===== src/rtl/gbe_pkg.sv =====
// Shared types, constants and round functions for the 28147-89 ECB encrypt pipeline.
package gbe_pkg;

    localparam int NumRounds  = 32;
    localparam int NumKeyRegs = 4;
    localparam int ApbAddrW   = 5;
    localparam int ApbDataW   = 64;
    localparam int WordW      = 32;
    localparam int RotAmt     = 11;

    typedef logic [WordW-1:0] word_t;

    typedef struct packed {
        word_t a;
        word_t b;
    } blk_t;

    typedef logic [7:0][WordW-1:0] key_words_t;

    localparam logic [7:0] SBOX [64] = '{
        8'hc4, 8'hed, 8'h83, 8'hc9, 8'h92, 8'h98, 8'hfe, 8'h6b,
        8'hff, 8'hbe, 8'h65, 8'h5c, 8'he5, 8'h2c, 8'hb9, 8'h20,
        8'h89, 8'h57, 8'h16, 8'hb3, 8'h11, 8'hf3, 8'h98, 8'h06,
        8'h30, 8'h79, 8'hc0, 8'h97, 8'ha8, 8'h1a, 8'h5d, 8'hd5,
        8'h2e, 8'h01, 8'hda, 8'h34, 8'h73, 8'hd5, 8'h3b, 8'he8,
        8'h4b, 8'hc2, 8'h77, 8'h7e, 8'hdc, 8'h64, 8'hac, 8'haf,
        8'h6d, 8'ha6, 8'h02, 8'hf1, 8'h07, 8'h4f, 8'he1, 8'h4a,
        8'hba, 8'h30, 8'h2f, 8'h12, 8'h56, 8'h8b, 8'h44, 8'h8d
    };

    // nibble k of row word j; row word j is bytes 4j..4j+3, little-endian
    function automatic logic [3:0] sbox_nib(input logic [2:0] k, input logic [3:0] j);
        logic [7:0] bval;
        bval = SBOX[{j, k[2:1]}];
        return k[0] ? bval[7:4] : bval[3:0];
    endfunction

    function automatic word_t substitute(input word_t x);
        word_t r;
        for (int k = 0; k < 8; k++)
        begin
            r[4*k +: 4] = sbox_nib(3'(k), x[4*k +: 4]);
        end
        return r;
    endfunction

    // rounds 0..23 cycle through key words, rounds 24..31 run them backward
    function automatic logic [2:0] round_key_idx(input int i);
        return (i < 24) ? 3'(i) : 3'(31 - i);
    endfunction

endpackage


===== src/rtl/gbe_regs.sv =====
// APB key register file: four 64-bit registers holding the eight key words.
module gbe_regs (
    input  logic                         clk,
    input  logic                         rst_n,
    input  logic                         psel,
    input  logic                         penable,
    input  logic                         pwrite,
    input  logic [gbe_pkg::ApbAddrW-1:0] paddr,
    input  logic [gbe_pkg::ApbDataW-1:0] pwdata,
    output logic [gbe_pkg::ApbDataW-1:0] prdata,
    output logic                         pready,
    output gbe_pkg::key_words_t          key_words
);
    import gbe_pkg::*;

    logic [NumKeyRegs-1:0][ApbDataW-1:0] key_reg;
    logic [NumKeyRegs-1:0][ApbDataW-1:0] key_next;
    logic [1:0]                          reg_idx;
    logic                                wr_en;

    assign reg_idx = paddr[4:3];
    assign wr_en   = psel & penable & pwrite;
    assign pready  = 1'b1;

    always_comb
    begin
        key_next = key_reg;
        if (wr_en)
        begin
            key_next[reg_idx] = pwdata;
        end
    end

    always_ff @(posedge clk or negedge rst_n)
    begin
        if (!rst_n)
        begin
            key_reg <= '0;
        end
        else
        begin
            key_reg <= key_next;
        end
    end

    assign prdata = key_reg[reg_idx];

    always_comb
    begin
        for (int i = 0; i < NumKeyRegs; i++)
        begin
            key_words[2*i]     = key_reg[i][WordW-1:0];
            key_words[2*i + 1] = key_reg[i][ApbDataW-1:WordW];
        end
    end

endmodule


===== config.mk =====
export PLATFORM = sky130hd
export DESIGN_NAME = gbe_regs
export DESIGN_NICKNAME = d
export VERILOG_FILES = /design/src/rtl/gbe_pkg.sv /design/src/rtl/gbe_regs.sv
export SDC_FILE = /design/constraint.sdc
export NUM_CORES = 1
export LEC_CHECK = 0
export BUFFER_PORTS_ARGS = -buffer_cell sky130_fd_sc_hd__buf_2
export CORE_AREA = 2 2 155 157
export DETAILED_ROUTE_END_ITERATION = 12
export DIE_AREA = 0 0 157 159
export PLACE_DENSITY = 0.77
export SKIP_CTS_REPAIR_TIMING = 1
export SYNTH_ARGS = -nofsm -noshare
export SYNTH_HDL_FRONTEND = slang
export SYNTH_SLANG_ARGS = --single-unit

===== constraint.sdc =====
create_clock -name clk -period 4.9 [get_ports clk]
set_input_delay 0.98 -clock clk [delete_from_list [all_inputs] [get_ports clk]]
set_output_delay 0.98 -clock clk [all_outputs]
set_load 0.005 [all_outputs]

==> metrics list <==
- The flow ran to the end, and the final reports show no timing, DRC or antenna violations.
- Routed wire length: 28.2 mm
- The worst setup path is of the input port to output pin kind.
- Before antenna repair, the detailed router went through 4 iterations.
- Setup slack at placement: 1.21 ns
* Leakage power total: about 6.9 nW
* Register-to-Register Path Depth: 1
* Vias in the first global route: between 7000 and 8000
* Synth async-reset ratio: 100%
* Initial core utilization: around 48%
- Initial antenna violation count: 2
- After floorplanning, the core was divided into 56 placement rows.
- Rel. slew slack: 48.5%
- Post-Place Cells: roughly 1300
- Hold timing on the final database bottoms out at a slack of 0.437 ns.
- Of the cells placed in the final design, the portion with a size suffix greater than 1 is around 74%.
- DR WL/cell: between 20 and 25 um
* Synthesized Nets: ~700
- For this design the total switching power over the nets is between 1.5 and 2 mW.
- Fin crit period: 3.61 ns
- Count of maximum capacitance violations: 0
- Overall power after layout: 6.87 mW
- Cell internal power was estimated by the tool at 5.04 mW.
- Width of the chip: approximately 160 um
- After the flow finishes, the layout carries non-filler instances totaling around 1400.
- The final critical path takes up between 70% and 80% of the cycle.
* Hold violation total from the final report: 0
* Count of distinct cell types in the synthesized netlist: 17
- The clock passes through at most 3 buffers.
- Across the routed clock network, the largest skew measured is 0 ns.
- The floorplan step set the die height to 159 um.
- Critical R2R Capture: key_words[195]$_DFFE_PN0P_
* Proportion of power drawn by flip-flops and latches: a little over two fifths
- Synthesized area: 11000 sq um
- The cell that appears most often on the critical path is buf_4.
- Setup slack on the worst reg-to-reg path comes out at 4.07 ns.
* IO Count: 395
- Delay of the slowest cell on the worst path: 0.60 ns
* Total number of vias: 7295
- After layout, the worst setup slack is 1.29 ns.
- In the final timing run, aggregate negative setup slack is 0 ns.
- Crit end category: output pin
* Number of buffers inserted during clock tree synthesis: 27
* Post-CTS clock slew at the launch and capture registers of the worst setup and hold paths: 0.06 ns
- Top cells by area, synth: dfrtp_1 (58%), mux2_2 (26%), mux4_2 (13%)
* Worst flop-to-flop path startpoint: key_words[195]$_DFFE_PN0P_
- Total die area: 25000 sq um
- Post-Synthesis Cells: 625
- Buffers placed on the I/O ports in this run total 390.
- The worst setup path is launched from an input port.
- For this design the ratio of total power to cell area is 481 nW/um^2.
- Initial DRC count: approximately 310
- Using the TritonRoute via totals, the vias-per-cell ratio works out to between 5 and 6.
- Final net count: 1088
* Pins Over Slew Limit: 0
* Post-route DRC: 0
* Layout-stage area growth over the synthesis result: 29.6%
- Of the total power, the share spent switching nets is between 20% and 30%.
* Root Buffer Master: clkbuf_16
- Clock latency on the worst-skew pair: about 0.51 ns
- Number of flip-flops and latches in the synthesized netlist: 256
- Proportion of netlist area held by the largest area contributor: 58.0%
- CTS built an H-tree with a depth of 1.
* Data arrival time of the critical path: 2.63 ns
* Post-synth top flop: dfrtp_1
- Number of buffer and inverter instances along the worst setup path: 3
- Post-detailed-route count of antenna-violating nets: 0
- Detailed-placement wirelength estimate: 19.3 mm
- During synthesis, Yosys emitted a total of 0 warnings.
* Delay-heaviest family, CP: buffers and inverters
- Setup repair after global routing left no endpoint under its margin.
- Derived from the worst setup path, the maximum achievable clock frequency is roughly 0.28 GHz.
- By count the netlist is led by dfrtp_1 (256), mux2_2 (251), mux4_2 (64).
- Post-synth EDFFs: 0
- Global routing usage summed across all routing layers: 22.6%
- Biggest fanout along the worst timing path: 38
* Global-route congestion overflow total: 0
- TritonCTS built the clock tree.
- Register area share after synthesis: 58.0%
- Mean area per synthesized cell: 17.7 sq um
- Hold WC Path Type: input port to async pin
- Pin count of the biggest net entering global routing: 96
* Clock share of power: about a third
- Worst VDD drop: 0.000321 V
- Crit path cell chain: buf_4, buf_4, mux4_2, buf_2
- Routability-driven placement finished with a final weighted congestion of 0.767.
- The largest total area in the synthesized netlist belongs to dfrtp_1.
* Most repeated cell in the gate-level netlist after synthesis: dfrtp_1
- Combinational power share: 23.9%
- CP required: about 3.9 ns
- Num Clock Sinks: 256
- Slowest cell on the critical path: buf_4
- Core Footprint: roughly 23000 sq um
- Setup violations remaining at the end of the flow were counted as 0.
- Number of flip-flops in the largest register: 256
* Transition time at the pin with the least slew margin: 0.772 ns
- First-pass GRT wire length: 44.3 mm
## cells in the final DEF (no fill, tap or decap)
master	count
and4_4	1
buf_12	4
buf_2	387
buf_4	9
buf_8	1
bufinv_16	6
clkbuf_1	2
clkbuf_16	27
clkbuf_8	6
clkinv_2	6
clkinvlp_4	1
conb_1	1
dfrtp_1	256
diode_2	2
inv_1	1
inv_6	1
mux2_1	5
mux2_2	251
mux4_2	64
nand4_1	1
nand4_4	1
nor2_4	1
nor2b_1	1
or2_4	1
## kinds of logic after synthesis
logic type	count (synthesis)	share of synthesized area, %
buffers and inverters	42	2.32
flip-flops	256	58.0
multiplexers	320	39.2
other	1	0.0340
AND/OR/NAND/NOR	6	0.420
## how the worst max path moves through the flow
stage,startpoint,endpoint,slack (ns),cells after the start
floorplan,paddr[3],prdata[0],1.89,3
global placement,paddr[3],prdata[59],1.24,4
detailed placement,paddr[3],prdata[59],1.21,4
CTS,paddr[3],prdata[59],1.21,4
global route,paddr[3],prdata[55],1.11,4
finish,paddr[3],prdata[59],1.29,4
## per-stage QoR
step	cell area (sq um)	util (%)
floorplan	11000	-
global placement	13300	57.4
detailed placement	13300	57.4
CTS	14300	61.6
global route	14300	61.7
finish	14300	61.7
## power by group through the flow
stage | combinational, mW | sequential, mW | clock [mW]
final | 1.64 | 3.00 | 2.23
after global routing | 1.79 | 3.07 | 2.36
after detailed placement | 1.66 | 3.03 | 0
after CTS | 1.67 | 3.00 | 2.28
after global placement | 1.63 | 3.00 | 0
after floorplan | 0.741 | 2.99 | 0
## metal layers
layer | wire length [um] | vias up | global-route usage [%] | part of all wire (%)
met5 | 0 | - | 0 | 0
met4 | 697 | 0 | 6.59 | 2.5
met3 | 2000 | 50 | 4.84 | 7.1
met2 | 14400 | 290 | 39.0 | 51
met1 | 11100 | 3813 | 28.7 | 39
li1 | - | 3142 | - | -
## area by class of cell
type                    count  area [sq um]
fillers                  1788          8890
repair buffers            401          2100
multi-input cells         327          4390
clock buffers              35           766
clock inverters            14           226
well taps                 319           399
diodes                      2          5.00
inverters                   1          3.75
flip-flops and latches    256          6410
No activity file was read; power rests on OpenSTA's default activity.
