==> src/rtl/gbe_pkg.sv <==
// Shared types, constants and round functions for the 28147-89 ECB encrypt pipeline.
package gbe_pkg;

    localparam int NumRounds  = 32;
    localparam int NumKeyRegs = 4;
    localparam int ApbAddrW   = 5;
    localparam int ApbDataW   = 64;
    localparam int WordW      = 32;
    localparam int RotAmt     = 11;

    typedef logic [WordW-1:0] word_t;

    typedef struct packed {
        word_t a;
        word_t b;
    } blk_t;

    typedef logic [7:0][WordW-1:0] key_words_t;

    localparam logic [7:0] SBOX [64] = '{
        8'hc4, 8'hed, 8'h83, 8'hc9, 8'h92, 8'h98, 8'hfe, 8'h6b,
        8'hff, 8'hbe, 8'h65, 8'h5c, 8'he5, 8'h2c, 8'hb9, 8'h20,
        8'h89, 8'h57, 8'h16, 8'hb3, 8'h11, 8'hf3, 8'h98, 8'h06,
        8'h30, 8'h79, 8'hc0, 8'h97, 8'ha8, 8'h1a, 8'h5d, 8'hd5,
        8'h2e, 8'h01, 8'hda, 8'h34, 8'h73, 8'hd5, 8'h3b, 8'he8,
        8'h4b, 8'hc2, 8'h77, 8'h7e, 8'hdc, 8'h64, 8'hac, 8'haf,
        8'h6d, 8'ha6, 8'h02, 8'hf1, 8'h07, 8'h4f, 8'he1, 8'h4a,
        8'hba, 8'h30, 8'h2f, 8'h12, 8'h56, 8'h8b, 8'h44, 8'h8d
    };

    // nibble k of row word j; row word j is bytes 4j..4j+3, little-endian
    function automatic logic [3:0] sbox_nib(input logic [2:0] k, input logic [3:0] j);
        logic [7:0] bval;
        bval = SBOX[{j, k[2:1]}];
        return k[0] ? bval[7:4] : bval[3:0];
    endfunction

    function automatic word_t substitute(input word_t x);
        word_t r;
        for (int k = 0; k < 8; k++)
        begin
            r[4*k +: 4] = sbox_nib(3'(k), x[4*k +: 4]);
        end
        return r;
    endfunction

    // rounds 0..23 cycle through key words, rounds 24..31 run them backward
    function automatic logic [2:0] round_key_idx(input int i);
        return (i < 24) ? 3'(i) : 3'(31 - i);
    endfunction

endpackage

==> src/rtl/gbe_round.sv <==
// One registered Feistel round: add key, substitute, rotate, xor, swap.
module gbe_round (
    input  logic                 clk,
    input  logic                 rst_n,
    input  logic                 in_valid,
    input  gbe_pkg::blk_t        in_blk,
    input  gbe_pkg::word_t       round_key,
    output logic                 out_valid,
    output gbe_pkg::blk_t        out_blk
);
    import gbe_pkg::*;

    logic  valid_reg;
    blk_t  blk_reg;
    blk_t  blk_next;
    word_t sum;
    word_t sub;
    word_t rot;

    assign sum = in_blk.a + round_key;
    assign sub = substitute(sum);
    assign rot = {sub[WordW-RotAmt-1:0], sub[WordW-1:WordW-RotAmt]};

    assign blk_next.a = in_blk.b ^ rot;
    assign blk_next.b = in_blk.a;

    always_ff @(posedge clk or negedge rst_n)
    begin
        if (!rst_n)
        begin
            valid_reg <= 1'b0;
        end
        else
        begin
            valid_reg <= in_valid;
        end
    end

    always_ff @(posedge clk)
    begin
        blk_reg <= blk_next;
    end

    assign out_valid = valid_reg;
    assign out_blk   = blk_reg;

endmodule

==> config.mk <==
export PLATFORM = sky130hd
export DESIGN_NAME = gbe_round
export DESIGN_NICKNAME = d
export VERILOG_FILES = /design/src/rtl/gbe_pkg.sv /design/src/rtl/gbe_round.sv
export SDC_FILE = /design/constraint.sdc
export NUM_CORES = 1
export LEC_CHECK = 0
export ABC_AREA = 0
export BUFFER_PORTS_ARGS = -buffer_cell sky130_fd_sc_hd__buf_2
export CAP_MARGIN = 20
export CORE_MARGIN = 2
export CORE_UTILIZATION = 46
export DETAILED_ROUTE_END_ITERATION = 6
export PLACE_DENSITY_LB_ADDON = 0.25
export SLEW_MARGIN = 20
export SYNTH_ARGS = -nofsm -noshare
export SYNTH_HDL_FRONTEND = slang
export SYNTH_SLANG_ARGS = --single-unit
==> constraint.sdc <==
create_clock -name clk -period 0.8 [get_ports clk]
set_clock_uncertainty 0.05 [all_clocks]
set_input_delay 0.04 -clock clk [delete_from_list [all_inputs] [get_ports clk]]
set_output_delay 0.04 -clock clk [all_outputs]
set_load 0.01 [all_outputs]
==> flow_metrics.py, run 1 <==
metrics = {
    "outcome": {
        "status": "stopped before the end",
        "haltStage": "global routing",
        "first-error": "[ERROR GRT-0232] Routing congestion too high. Check the congestion heatmap in the GUI.",
    },
    "clock_network": {
        "cts_buffer_depth": 2,
        "cts_sinks": 65,
        "htreeDepth": 3,
        "root_buffer": "clkbuf_8",
        "cts_buffers": 9,
    },
    "synthesis": {
        "synth-simple-area-share_pct": 12.2,
        "synth_compound_area_share_pct": 19.7,
        "ys_ff_latch": 65,
        "synth-edff-count": 0,
        "synth_top_family_by_area": "compound AO/OA/AOI/OAI gates",
        "yosysTopAreaCell": "dfxtp_1",
        "yosys_warnings": 0,
        "syn_inst": 495,
        "synthAdderAreaFrac_pct": 17.4,
        "async_reset_ff_share_pct": 1.54,
        "synth_flop_cell": "dfxtp_1",
        "synth_cell_type_count": 61,
        "synth_fp_nets": 656,
        "syn_avg_cell_area_um2": 9.21,
        "synth_top_cell_area_share_pct": 28.1,
        "synth.cell_area_um2": 4560,
        "yosys.area_share.xor_xnor_pct": 13.4,
        "yosys-mux-area-fraction_pct": 5.57,
        "yosys-top-cells-area": "dfxtp_1, ha_1, xnor2_1, xor2_1, a21oi_1",
        "yosysSeqAreaShare_pct": 28.7,
    },
    "place": {
        "dp_slack_ns": -2.37,
        "globalplace.congestion": 0.868,
        "dpl.hpwl_um": 10300,
        "portBuffers": 163,
    },
    "floorplanning": {
        "ios": 164,
        "initial_utilization_pct": 47.1,
        "rows": 36,
        "die_x_um": 104,
        "fp.dieH_um": 104,
    },
    "sta": {
        "crit_endpoint": "out_blk[35]$_DFF_P_/D",
        "worstEndpointType": "sequential cell input",
    },
    "grt": {
        "overflow": 351,
        "grtUsageTotal_pct": 81.4,
        "grt_max_degree": 13,
    },
}
[what timing repair did]
action,in CTS
hold endpoints to repair,66
pin swaps,89
setup buffers,23
gates cloned,0
hold buffers,67
resized for setup,124
endpoints found under the setup margin,97
[metrics by stage]
step	setup TNS, ns	instances	instance area [um2]
3_3_place_gp	-54.70	917	6830
4_1_cts	-49.52	1020	8480
3_5_place_dp	-56.77	917	6830
2_1_floorplan	-47.03	495	4900
[cells in the mapped netlist (5+ instances only)]
cell / count
a21o_1: 16
a21oi_1: 35
a31oi_1: 9
and2_1: 7
dfxtp_1: 64
ha_1: 61
inv_1: 27
mux2_2: 5
mux2i_1: 16
nand2_1: 35
nand2b_1: 7
nand3_1: 8
nand4_1: 8
nor2_1: 25
nor3_1: 9
o21ai_0: 26
xnor2_1: 42
xor2_1: 21
[metal layers]
| metal | global-route usage, % | overflow |
|---|---|---|
| met3 | 56.3 | 1 |
| met5 | 4.29 | 0 |
| met1 | 77.3 | 4 |
| met2 | 104 | 214 |
| met4 | 98.4 | 132 |
[cells by family after synthesis]
| family | Yosys count |
|---|---|
| buffers and inverters | 32 |
| XOR/XNOR | 66 |
| AND/OR/NAND/NOR | 115 |
| adder cells (fa/ha/maj) | 63 |
| multiplexers | 23 |
| flip-flops | 65 |
| AO/OA/AOI/OAI | 131 |
==> run 2: changes to the inputs <==
Settings changed: CORE_UTILIZATION 46 to 40, PLACE_DENSITY_LB_ADDON 0.25 to 0.15.
Clock period 0.8 ns to 1 ns, I/O delays scaled along.
==> run 2 against run 1 <==
The flow now finishes, with violations (negative setup slack); area after synthesis stayed put; synthesized cell count did not move.
==> flow_metrics.py, run 2 <==
metrics = {
    "outcome": {
        "status": "finished, violations left",
        "failed_checks": "negative setup slack",
    },
    "final_layout": {
        "layout-drive-gt1-share_pct": 58.0,
        "antenna_cells": 0,
        "mostFrequentLayoutCells": "buf_2, buf_4, dlygate4sd3_1",
        "nets": 1056,
        "final_common_cell": "buf_2",
        "syn_to_final_growth_pct": 99.3,
        "largest_register_ffs": 64,
    },
    "clock_network": {
        "root_buffer": "clkbuf_16",
        "cts_buffers": 9,
        "tritoncts": "done",
        "cts_sinks": 65,
        "htreeDepth": 3,
        "cts_buffer_depth": 2,
        "clk_pin_slew_worst_paths_ns": 0.06,
    },
    "synthesis": {
        "syn_inst": 495,
        "synth_common_cells": "dfxtp_1, ha_1, xnor2_1",
        "ys_ff_latch": 65,
        "synth_top_cell_area_share_pct": 28.1,
        "syn_avg_cell_area_um2": 9.21,
        "yosysTopAreaCell": "dfxtp_1",
        "synthAdderAreaFrac_pct": 17.4,
        "yosysMostFrequentCell": "dfxtp_1",
        "async_reset_ff_share_pct": 1.54,
        "yosys_warnings": 0,
        "synth_fp_nets": 656,
        "synth-edff-count": 0,
        "yosys-top-cells-area": "dfxtp_1, ha_1, xnor2_1, xor2_1, a21oi_1",
        "yosys-mux-area-fraction_pct": 5.57,
        "synth_cell_type_count": 61,
        "yosysSeqAreaShare_pct": 28.7,
        "yosys.area_share.xor_xnor_pct": 13.4,
        "synth_compound_area_share_pct": 19.7,
        "synth.cell_area_um2": 4560,
        "synth_flop_cell": "dfxtp_1",
        "synth-simple-area-share_pct": 12.2,
        "synth_top_family_by_area": "compound AO/OA/AOI/OAI gates",
    },
    "critical_path": {
        "cp_cell_sequence": "buf_8 > ha_4 > and2_4 > nand4_1 > o21a_4 > o211ai_1 > a21oi_2 > o31a_1 > xnor2_2 > buf_6 > ha_4 > mux2_4 > mux2i_2 > xnor2_1",
        "cp.required_ns": 1.23,
        "critPathSlowestCell": "o31a_1",
        "crit_type": "in -> reg",
        "critPathMaxFanout": 5,
        "cpMostUsedCell": "ha_4",
        "path_buf_inv": 2,
        "arrival_ns": 2.86,
        "critPathTopFamily": "compound AO/OA/AOI/OAI gates",
        "cp-start-kind": "input pin",
        "critPathCaptureType": "flip-flop",
        "crit_path_max_incr_delay_ns": 0.35,
    },
    "floorplanning": {
        "ios": 164,
        "design.die.area_um2": 12300,
        "die_x_um": 111,
        "fp.dieH_um": 111,
        "core_um2": 11000,
        "rows": 38,
        "initial_utilization_pct": 41.5,
    },
    "sta": {
        "setup_viol": 32,
        "finalCritPeriodShare_pct": 263,
        "hold_viol_final": 0,
        "max_slew_margin_pct": 66.2,
        "timing.final.crit_period_ns": 2.63,
        "rsz0062_at_grt": "true",
        "slew_viol_final": 0,
        "fmax_mhz": 380,
        "tightest_slew_ns": 0.505,
        "whs_ns": 0.283,
        "timing.final.ws_setup_ns": -1.63,
    },
    "job": {
        "drv_cap": 0,
    },
    "min_path": {
        "hold_class": "in -> reg",
    },
    "grt": {
        "antenna_found_initial": 0,
        "grtUsageTotal_pct": 25.1,
        "grt_pass1_vias": 5500,
        "overflow": 0,
        "grt_first_pass_wirelength_um": 25200,
        "grt_max_degree": 12,
    },
    "detailed_routing": {
        "drc": 0,
        "wire_per_inst_um": 16.4,
        "dr.pass1.iters": 5,
        "vias": 5305,
        "ant_nets": 0,
        "totalWireLength_um": 17100,
        "viasPerCell": 5.10,
        "drt_iter0_markers": 200,
    },
    "place": {
        "globalplace.congestion": 0.873,
        "portBuffers": 163,
        "dp_slack_ns": -2.08,
        "dpl.hpwl_um": 10400,
    },
    "power_and_ir_drop": {
        "p_leak_nw": 4.19,
        "power_density_nw_per_um2": 1750,
        "vdd_drop_max_mv": 1.44,
    },
}
[run 2: cell counts after synthesis]
No cell type changed its count.
[run 2: layout make-up]
type	count	area, um2
multi-input cells	398	4260
repair buffers	394	2870
fillers	625	1900
flip-flops and latches	65	1310
clock buffers	10	229
well taps	140	175
clock inverters	6	130
inverters	27	106
[run 2: metal layers]
layer	global-route usage [%]	routed length, um
met5	0	0
met4	12.3	672
met3	4.87	703
met2	46.2	9140
met1	27.4	6570
[run 2: cells by family after synthesis]
kind of cell / Yosys count
AO/OA/AOI/OAI: 131
AND/OR/NAND/NOR: 115
XOR/XNOR: 66
flip-flops: 65
adder cells (fa/ha/maj): 63
buffers and inverters: 32
multiplexers: 23
[run 2: what timing repair did]
action	in CTS	in global routing
pin swaps	76	72
setup buffers	14	18
endpoints found under the setup margin	32	32
endpoints found under the hold margin	66	0
hold buffers	67	0
gates resized for setup	119	76
[run 2: path summary, 6_finish.rpt]
check	startpoint	to	slack (ns)	cells past startpoint
worst min-delay path	round_key[0]	out_blk[46]$_DFF_P_	0.28	5
max in group asynchronous	rst_n	out_valid$_DFF_PN0_	0.30	3
worst max-delay path	in_blk[39]	out_blk[41]$_DFF_P_	-1.63	14
min in group asynchronous	rst_n	out_valid$_DFF_PN0_	0.50	3
[run 2: power by group]
group	switching, mW	internal [mW]
logic	4.11	4.45
clock network	1.21	2.68
registers	0.165	3.29
total	5.48	10.4
[run 2: tightest hold or removal path: cells and delay by family]
kind                       cells  cell delay, ns
AOI/OAI and AO/OA              1            0.10
xor gates and xnor gates       1            0.14
and+or+nand+nor                1            0.06
buffers and inverters          1            0.07
adders and majority gates      1            0.20
[run 2: per-stage QoR]
| stage | instances | instance area (um2) | TNS [ns] | total power [mW] | utilization, % |
|---|---|---|---|---|---|
| 3_5_place_dp | 929 | 6880 | -49.60 | 10.0 | 62.6 |
| 4_1_cts | 1026 | 8610 | -35.85 | 14.9 | 78.4 |
| 2_1_floorplan | 495 | 4900 | -40.95 | 7.43 | - |
| 3_3_place_gp | 929 | 6880 | -48.48 | 9.82 | 62.6 |
| 5_1_grt | 1040 | 9080 | -40.64 | 16.7 | 82.7 |
| 6_report | 1040 | 9080 | -37.50 | 15.9 | 82.7 |
Power figures use the tool's default switching activity.
==> run 3: changes to the inputs <==
Settings changed: CELL_PAD_IN_SITES_DETAIL_PLACEMENT set to 2, CELL_PAD_IN_SITES_GLOBAL_PLACEMENT set to 2, CORE_UTILIZATION 40 to 29.
==> run 3 against run 2 <==
The run now fails in clock tree synthesis; area after synthesis did not move; synthesized cell count did not move.
==> flow_metrics.py, run 3 <==
metrics = {
    "place": {
        "portBuffers": 163,
        "globalplace.congestion": 0.880,
        "dpl.hpwl_um": 14300,
        "post-place-cells": 1005,
        "placed_area_um2": 7000,
    },
    "synthesis": {
        "synth_common_cells": "dfxtp_1, ha_1, xnor2_1",
        "synth.cell_area_um2": 4560,
        "syn_avg_cell_area_um2": 9.21,
        "synth_fp_nets": 656,
        "synth_top_cell_area_share_pct": 28.1,
        "synth_flop_cell": "dfxtp_1",
        "synth_cell_type_count": 61,
        "yosysMostFrequentCell": "dfxtp_1",
        "ys_ff_latch": 65,
        "synth-edff-count": 0,
        "async_reset_ff_share_pct": 1.54,
        "syn_inst": 495,
        "yosys-top-cells-area": "dfxtp_1, ha_1, xnor2_1, xor2_1, a21oi_1",
        "yosys_warnings": 0,
        "yosysSeqAreaShare_pct": 28.7,
        "yosysTopAreaCell": "dfxtp_1",
    },
    "outcome": {
        "status": "stopped before the end",
        "haltStage": "clock tree synthesis",
        "first-error": "[ERROR DPL-0033] detailed placement checks failed during check placement.",
    },
    "clock_network": {
        "cts_buffers": 9,
        "ctsHoldBuffers": 67,
        "root_buffer": "clkbuf_16",
        "cts_buffer_depth": 2,
        "htreeDepth": 3,
        "cts_resized": 148,
        "cts_sinks": 65,
        "cts_setup_buffers": 27,
    },
    "floorplanning": {
        "initial_utilization_pct": 29.9,
        "ios": 164,
        "die_x_um": 129,
        "fp.dieH_um": 129,
        "rows": 45,
    },
}
==> run 3: stage by stage <==
step	setup slack, ns	TNS (ns)	hold WS (ns)
2_1_floorplan	-1.88	-40.95	-0.296
3_3_place_gp	-2.11	-51.44	-0.225
3_5_place_dp	-2.27	-54.88	-0.224
==> run 3: cells by family after synthesis <==
kind of cell	after synthesis	synth area share (%)
xor+xnor	66	13.4
simple gates	115	12.2
flops	65	28.7
buf+inv	32	3.05
fa+ha+maj	63	17.4
mux	23	5.57
compound gates	131	19.7
